===== config.mk =====
export PLATFORM = sky130hd
export DESIGN_NAME = nlct_ctrl
export DESIGN_NICKNAME = d
export VERILOG_FILES = /design/src/neighbor_link_cost_table_assert.svh /design/src/nlct_pkg.sv /design/src/nlct_ctrl.sv
export SDC_FILE = /design/constraint.sdc
export NUM_CORES = 1
export LEC_CHECK = 0
export BUFFER_PORTS_ARGS = -buffer_cell sky130_fd_sc_hd__buf_2
export CAP_MARGIN = 20
export CELL_PAD_IN_SITES_DETAIL_PLACEMENT = 0
export CELL_PAD_IN_SITES_GLOBAL_PLACEMENT = 2
export CORE_ASPECT_RATIO = 0.6
export CORE_MARGIN = 2
export CORE_UTILIZATION = 21
export DETAILED_ROUTE_END_ITERATION = 16
export PLACE_DENSITY_LB_ADDON = 0.2
export REMOVE_ABC_BUFFERS = 1
export SLEW_MARGIN = 15
export SYNTH_ARGS = -nofsm -noshare
export SYNTH_HDL_FRONTEND = slang
export SYNTH_SLANG_ARGS = --single-unit

===== constraint.sdc =====
create_clock -name aclk -period 1.07 [get_ports aclk]
set_input_delay 0.0535 -clock aclk [delete_from_list [all_inputs] [get_ports aclk]]
set_output_delay 0.0535 -clock aclk [all_outputs]
set_load 0.01 [all_outputs]

===== src/neighbor_link_cost_table_assert.svh =====
// assertion macros used by the rtl datapath (nlct_dp)
`ifndef NEIGHBOR_LINK_COST_TABLE_ASSERT_SVH
`define NEIGHBOR_LINK_COST_TABLE_ASSERT_SVH

// same-cycle implication, checked out of reset
`define NLCT_ASSERT_SAME(lbl, ante, cons) \
    lbl: assert property (@(posedge aclk) disable iff (!aresetn) (ante) |-> (cons)) \
        else $error("nlct assertion failed");

// next-cycle implication, checked out of reset
`define NLCT_ASSERT_NEXT(lbl, ante, cons) \
    lbl: assert property (@(posedge aclk) disable iff (!aresetn) (ante) |=> (cons)) \
        else $error("nlct assertion failed");

`endif


===== src/nlct_pkg.sv =====
package nlct_pkg;

    localparam int TABLE_ENTRIES = 16;
    localparam int HISTORY_SLOTS = 10;

    localparam int ENT_W    = (TABLE_ENTRIES > 1) ? $clog2(TABLE_ENTRIES) : 1;
    localparam int SLOT_W   = 4;
    localparam int CNT_W    = $clog2(HISTORY_SLOTS + 1);
    localparam int HDEPTH   = TABLE_ENTRIES * HISTORY_SLOTS;
    localparam int HADDR_W  = (HDEPTH > 1) ? $clog2(HDEPTH) : 1;
    localparam int COST_W   = 32;
    localparam int TIME_W   = 48;
    localparam int EXP_W    = 49;
    localparam int DIV_W    = COST_W + CNT_W;
    localparam int IN_W     = 120;
    localparam int OUT_W    = 152;

    localparam logic [1:0] REQ_UPDATE = 2'd0;
    localparam logic [1:0] REQ_ERASE  = 2'd1;

    typedef enum logic [2:0] {
        ST_UPDATED   = 3'd0,
        ST_INSERTED  = 3'd1,
        ST_ERASED    = 3'd2,
        ST_NOT_FOUND = 3'd3,
        ST_FULL      = 3'd4,
        ST_FOUND     = 3'd5
    } status_t;

    typedef enum logic [3:0] {
        S_IDLE,
        S_SEARCH,
        S_WRITE,
        S_READ,
        S_DS_START,
        S_DS_RUN,
        S_DL_START,
        S_DL_RUN,
        S_STORE,
        S_FINISH
    } state_t;

    typedef struct packed {
        logic    load;
        logic    search;
        logic    cnt_clr;
        logic    cnt_inc;
        logic    write_phase;
        logic    read_phase;
        logic    div_start;
        logic    div_long;
        logic    cap_short;
        logic    store;
        logic    emit;
        status_t status;
    } cmd_t;

    typedef struct packed {
        logic       hit;
        logic       has_free;
        logic [1:0] req;
        logic       cnt_last;
        logic       cnt_end;
        logic       div_done;
        logic       out_busy;
    } stat_t;

    // seq_slot reduced modulo the slot count, 4-bit input
    function automatic logic [SLOT_W-1:0] slot_mod(input logic [SLOT_W-1:0] v);
        logic [SLOT_W-1:0] r;
        r = v;
        for (int k = 0; k < 6; k++) begin
            if (r >= SLOT_W'(HISTORY_SLOTS)) begin
                r = r - SLOT_W'(HISTORY_SLOTS);
            end
        end
        return r;
    endfunction

endpackage


===== src/nlct_ctrl.sv =====
module nlct_ctrl
    import nlct_pkg::*;
(
    input  logic  aclk,
    input  logic  aresetn,
    input  logic  s_tvalid,
    output logic  s_tready,
    input  stat_t stat,
    output cmd_t  cmd
);

    state_t  state_reg, state_next;
    status_t status_reg, status_next;

    always_ff @(posedge aclk) begin
        if (!aresetn) begin
            state_reg  <= S_IDLE;
            status_reg <= ST_NOT_FOUND;
        end else begin
            state_reg  <= state_next;
            status_reg <= status_next;
        end
    end

    always_comb begin
        state_next  = state_reg;
        status_next = status_reg;
        case (state_reg)
            S_IDLE: begin
                if (s_tvalid) state_next = S_SEARCH;
            end
            S_SEARCH: begin
                state_next = S_FINISH;
                if (stat.req == REQ_ERASE) begin
                    status_next = stat.hit ? ST_ERASED : ST_NOT_FOUND;
                end else if (stat.req == REQ_UPDATE) begin
                    if (stat.hit) begin
                        status_next = ST_UPDATED;
                        state_next  = S_WRITE;
                    end else if (stat.has_free) begin
                        status_next = ST_INSERTED;
                        state_next  = S_WRITE;
                    end else begin
                        status_next = ST_FULL;
                    end
                end else begin
                    status_next = stat.hit ? ST_FOUND : ST_NOT_FOUND;
                end
            end
            S_WRITE: begin
                if (stat.cnt_last) state_next = S_READ;
            end
            S_READ: begin
                if (stat.cnt_end) state_next = S_DS_START;
            end
            S_DS_START: state_next = S_DS_RUN;
            S_DS_RUN: begin
                if (stat.div_done) state_next = S_DL_START;
            end
            S_DL_START: state_next = S_DL_RUN;
            S_DL_RUN: begin
                if (stat.div_done) state_next = S_STORE;
            end
            S_STORE: state_next = S_FINISH;
            S_FINISH: begin
                if (!stat.out_busy) state_next = S_IDLE;
            end
            default: state_next = S_IDLE;
        endcase
    end

    always_comb begin
        cmd        = '0;
        cmd.status = status_reg;
        s_tready   = 1'b0;
        case (state_reg)
            S_IDLE: begin
                s_tready = aresetn;
                cmd.load = s_tvalid && aresetn;
            end
            S_SEARCH: begin
                cmd.search  = 1'b1;
                cmd.cnt_clr = 1'b1;
            end
            S_WRITE: begin
                cmd.write_phase = 1'b1;
                cmd.cnt_clr     = stat.cnt_last;
                cmd.cnt_inc     = !stat.cnt_last;
            end
            S_READ: begin
                cmd.read_phase = 1'b1;
                cmd.cnt_inc    = 1'b1;
            end
            S_DS_START: cmd.div_start = 1'b1;
            S_DS_RUN:   cmd.cap_short = stat.div_done;
            S_DL_START: begin
                cmd.div_start = 1'b1;
                cmd.div_long  = 1'b1;
            end
            S_DL_RUN:   cmd.div_long = 1'b1;
            S_STORE: begin
                cmd.store    = 1'b1;
                cmd.div_long = 1'b1;
            end
            S_FINISH:   cmd.emit = !stat.out_busy;
            default:    cmd = '0;
        endcase
    end

endmodule


==> out/qor.txt <==
FILL cells = 257
Hold Violations, Final = 0
Chip width = 71.22 um
Top-area cell type share of the netlist area = 0.2462
Pin count of the biggest net entering global routing = 11
Drt pass-1 iters = 4
Final core occ = 0.4443
EDFF count, synth = 0
Worst Path Arrival = 1300 ps
WL per Instance = 12.70 um
Antenna Violating Nets Remaining = 0
Finished Layout Cells = 161
Clock-pin slew on the worst setup and hold paths = 40 ps
Clock Root Buffer = clkbuf_8
Largest area contributor in the netlist = dfxtp_1
Crit start category = flop
Post-synth cell types = 32
Post-Synthesis Cells = 78
Total Routing Usage GR = 0.1363
Site row count = 14
Maxcap violations = 0
CP max FO = 4
Die ar. = 3157 um2
Clock Skew = 3.499 ps
Mean Syn Cell Area = 7.299 um2
Hold Slack = 139.0 ps
CTS H-tree lvls = 1
ANT cells = 0
Io pins = 26
Clk buf depth = 2
Hold Path End = status_reg[2]
FF-to-FF setup slack = -260 ps
Seq. cell area = 152.6 um2
Slew Viols, Final = 0
Seq cells post-synth = 7
Ratio of cells with drive above 1 in the final layout = 0.6357
Status = complete, but fails checks
Final setup viols = 22
Footprint of the multi-input gates = 481.7 um2
Placed insts = 147
First-pass GRT wire length = 3277 um
Mapped cell area = 569.3 um2
Worst min path class = in -> reg
Highest clock rate = 738.0 MHz
Peak supply drop = 0.0006832 V
Drt total wl = 2045 um
Syn. warnings = 0
DP HPWL = 1402 um
CORE AREA = 2540 um2
CP Class = reg -> out
Main flop type after synthesis = dfxtp_1
Vias in the first global route = 711
Tcrit/Tclk final = 1.266
Final WS setup = -285.0 ps
CTS sink cnt = 7
Final nets = 141
FF-to-FF Start = state_reg[3]
Ys async rst share = 0
Relative slew slack = 0.7699
Failing checks = setup timing
Clock latency at the later pin of the worst-skew pair = 230 ps
Port buffer count = 25
Hold_sp = stat[6]
Leak pwr = 0.5184 nW
CTS Buf Count = 3
Max reg flops = 4
Sequential share of the synthesized area = 0.2462
DRC Markers = 0
Initial antenna violation count = 0
Hold Crit Depth = 4
GRT Residual Overflow = 0
Die span in y = 44.33 um
RSZ-0062 raised after global routing = yes
R2R Path End = state_reg[0]
Initial core utilization = 0.2241
CTS tree = done
Via count = 755
Drt initial violations = 15
Gp weighted congestion = 0.8183
Nature of the critical path endpoint = output pin
Least-Margin Pin Slew = 340.7 ps
Pwr dens = 1144 nW/um2
P&R area growth vs syn = 98.24%
Top cells by area, synth = dfxtp_1 (25%), nor2_1 (7.3%), nor3_1 (6.2%)
Clock period minus worst slack = 1355 ps
Detail-routed via count per cell = 4.689
Reg2reg path depth = 4
Critical path data required time = 1020 ps
worst max path at each step:
stage | startpoint | end | depth (start not counted)
after global routing | state_reg[3] | cmd[13] | 5
after CTS | state_reg[3] | cmd[13] | 5
final | state_reg[3] | cmd[13] | 5
after detailed placement | state_reg[1] | state_reg[0] | 3
after floorplan | state_reg[3] | state_reg[0] | 3
after global placement | state_reg[1] | state_reg[0] | 3
layer usage:
| layer | global-route usage | wire (um) | vias to the layer above |
|---|---|---|---|
| li1 | - | - | 387 |
| met1 | 0.1762 | 990 | 348 |
| met2 | 0.2167 | 909 | 15 |
| met3 | 0.04556 | 118 | 5 |
| met4 | 0.04528 | 27 | 0 |
| met5 | 0 | 0 | - |
metrics by stage:
stage	setup TNS, ps	setup slack (ps)	total power, mW	cell area, um2
after floorplan	-1939	-261.3	0.5434	546.8
after global placement	-2936	-240.0	0.7600	839.6
after detailed placement	-2842	-251.8	0.7568	839.6
after CTS	-3254	-304.7	1.272	1089
after global routing	-4868	-326.0	1.363	1129
final	-3690	-285.0	1.291	1129
cells in the mapped netlist, types with 2 or more instances:
cell type and n:
buf_2 3, o211ai_1 2, nand3_1 2, inv_1 4, a21oi_1 2, and2_1 4
o21ai_0 2, nand2_1 7, nor3b_1 2, o21a_1 3, dfxtp_1 7, clkbuf_1 2
nor3_1 7, a311oi_1 2, o21ai_1 2, nor2_1 11
cells by family (layout without fill, tap and decap cells):
family,Yosys count,in the layout,share of synthesized area
AOI/OAI and AO/OA,16,16,0.1956
DFF,7,7,0.2461
buffers and inverters,10,61,0.07471
muxes,2,2,0.03956
and+or+nand+nor,43,43,0.4440
layout by cell type, fill, tap and decap left out, types with 3 or more instances in the layout:
master | netlist | routed
buf_2 | 3 | 23
buf_4 | 0 | 18
clkbuf_8 | 0 | 3
nor2_4 | 0 | 3
dfxtp_1 | 7 | 3
and2_1 | 4 | 4
buf_6 | 0 | 10
nor3_2 | 1 | 7
nor2_1 | 11 | 8
dfxtp_4 | 0 | 3
nand2_1 | 7 | 5
inv_1 | 4 | 3
o21a_1 | 3 | 3
power by group:
part	leakage (nW)	switching [mW]	internal [mW]
clock network	0.0228	0.135	0.260
registers	0.0599	0.0340	0.291
logic	0.436	0.269	0.303
area by class of cell:
type | instances | area share
clock buffer | 4 | 0.03991
multi-input combinational | 61 | 0.4268
tap | 32 | 0.03548
inverter | 5 | 0.02328
sequential | 7 | 0.1353
timing repair buffer | 52 | 0.3392
timing repair:
item	CTS	global route
gates resized for setup	38	5
hold buffers	0	0
pin swaps	7	3
setup endpoints to repair	22	22
cloned	0	0
buffers inserted	8	2
worst max-delay path: stages (launching register included):
cell and delay (ps):
dfxtp_4 350, buf_6 110, buf_6 100, nor4b_4 240, and2_1 140, buf_2 120
(Power assumes the default switching activity.)
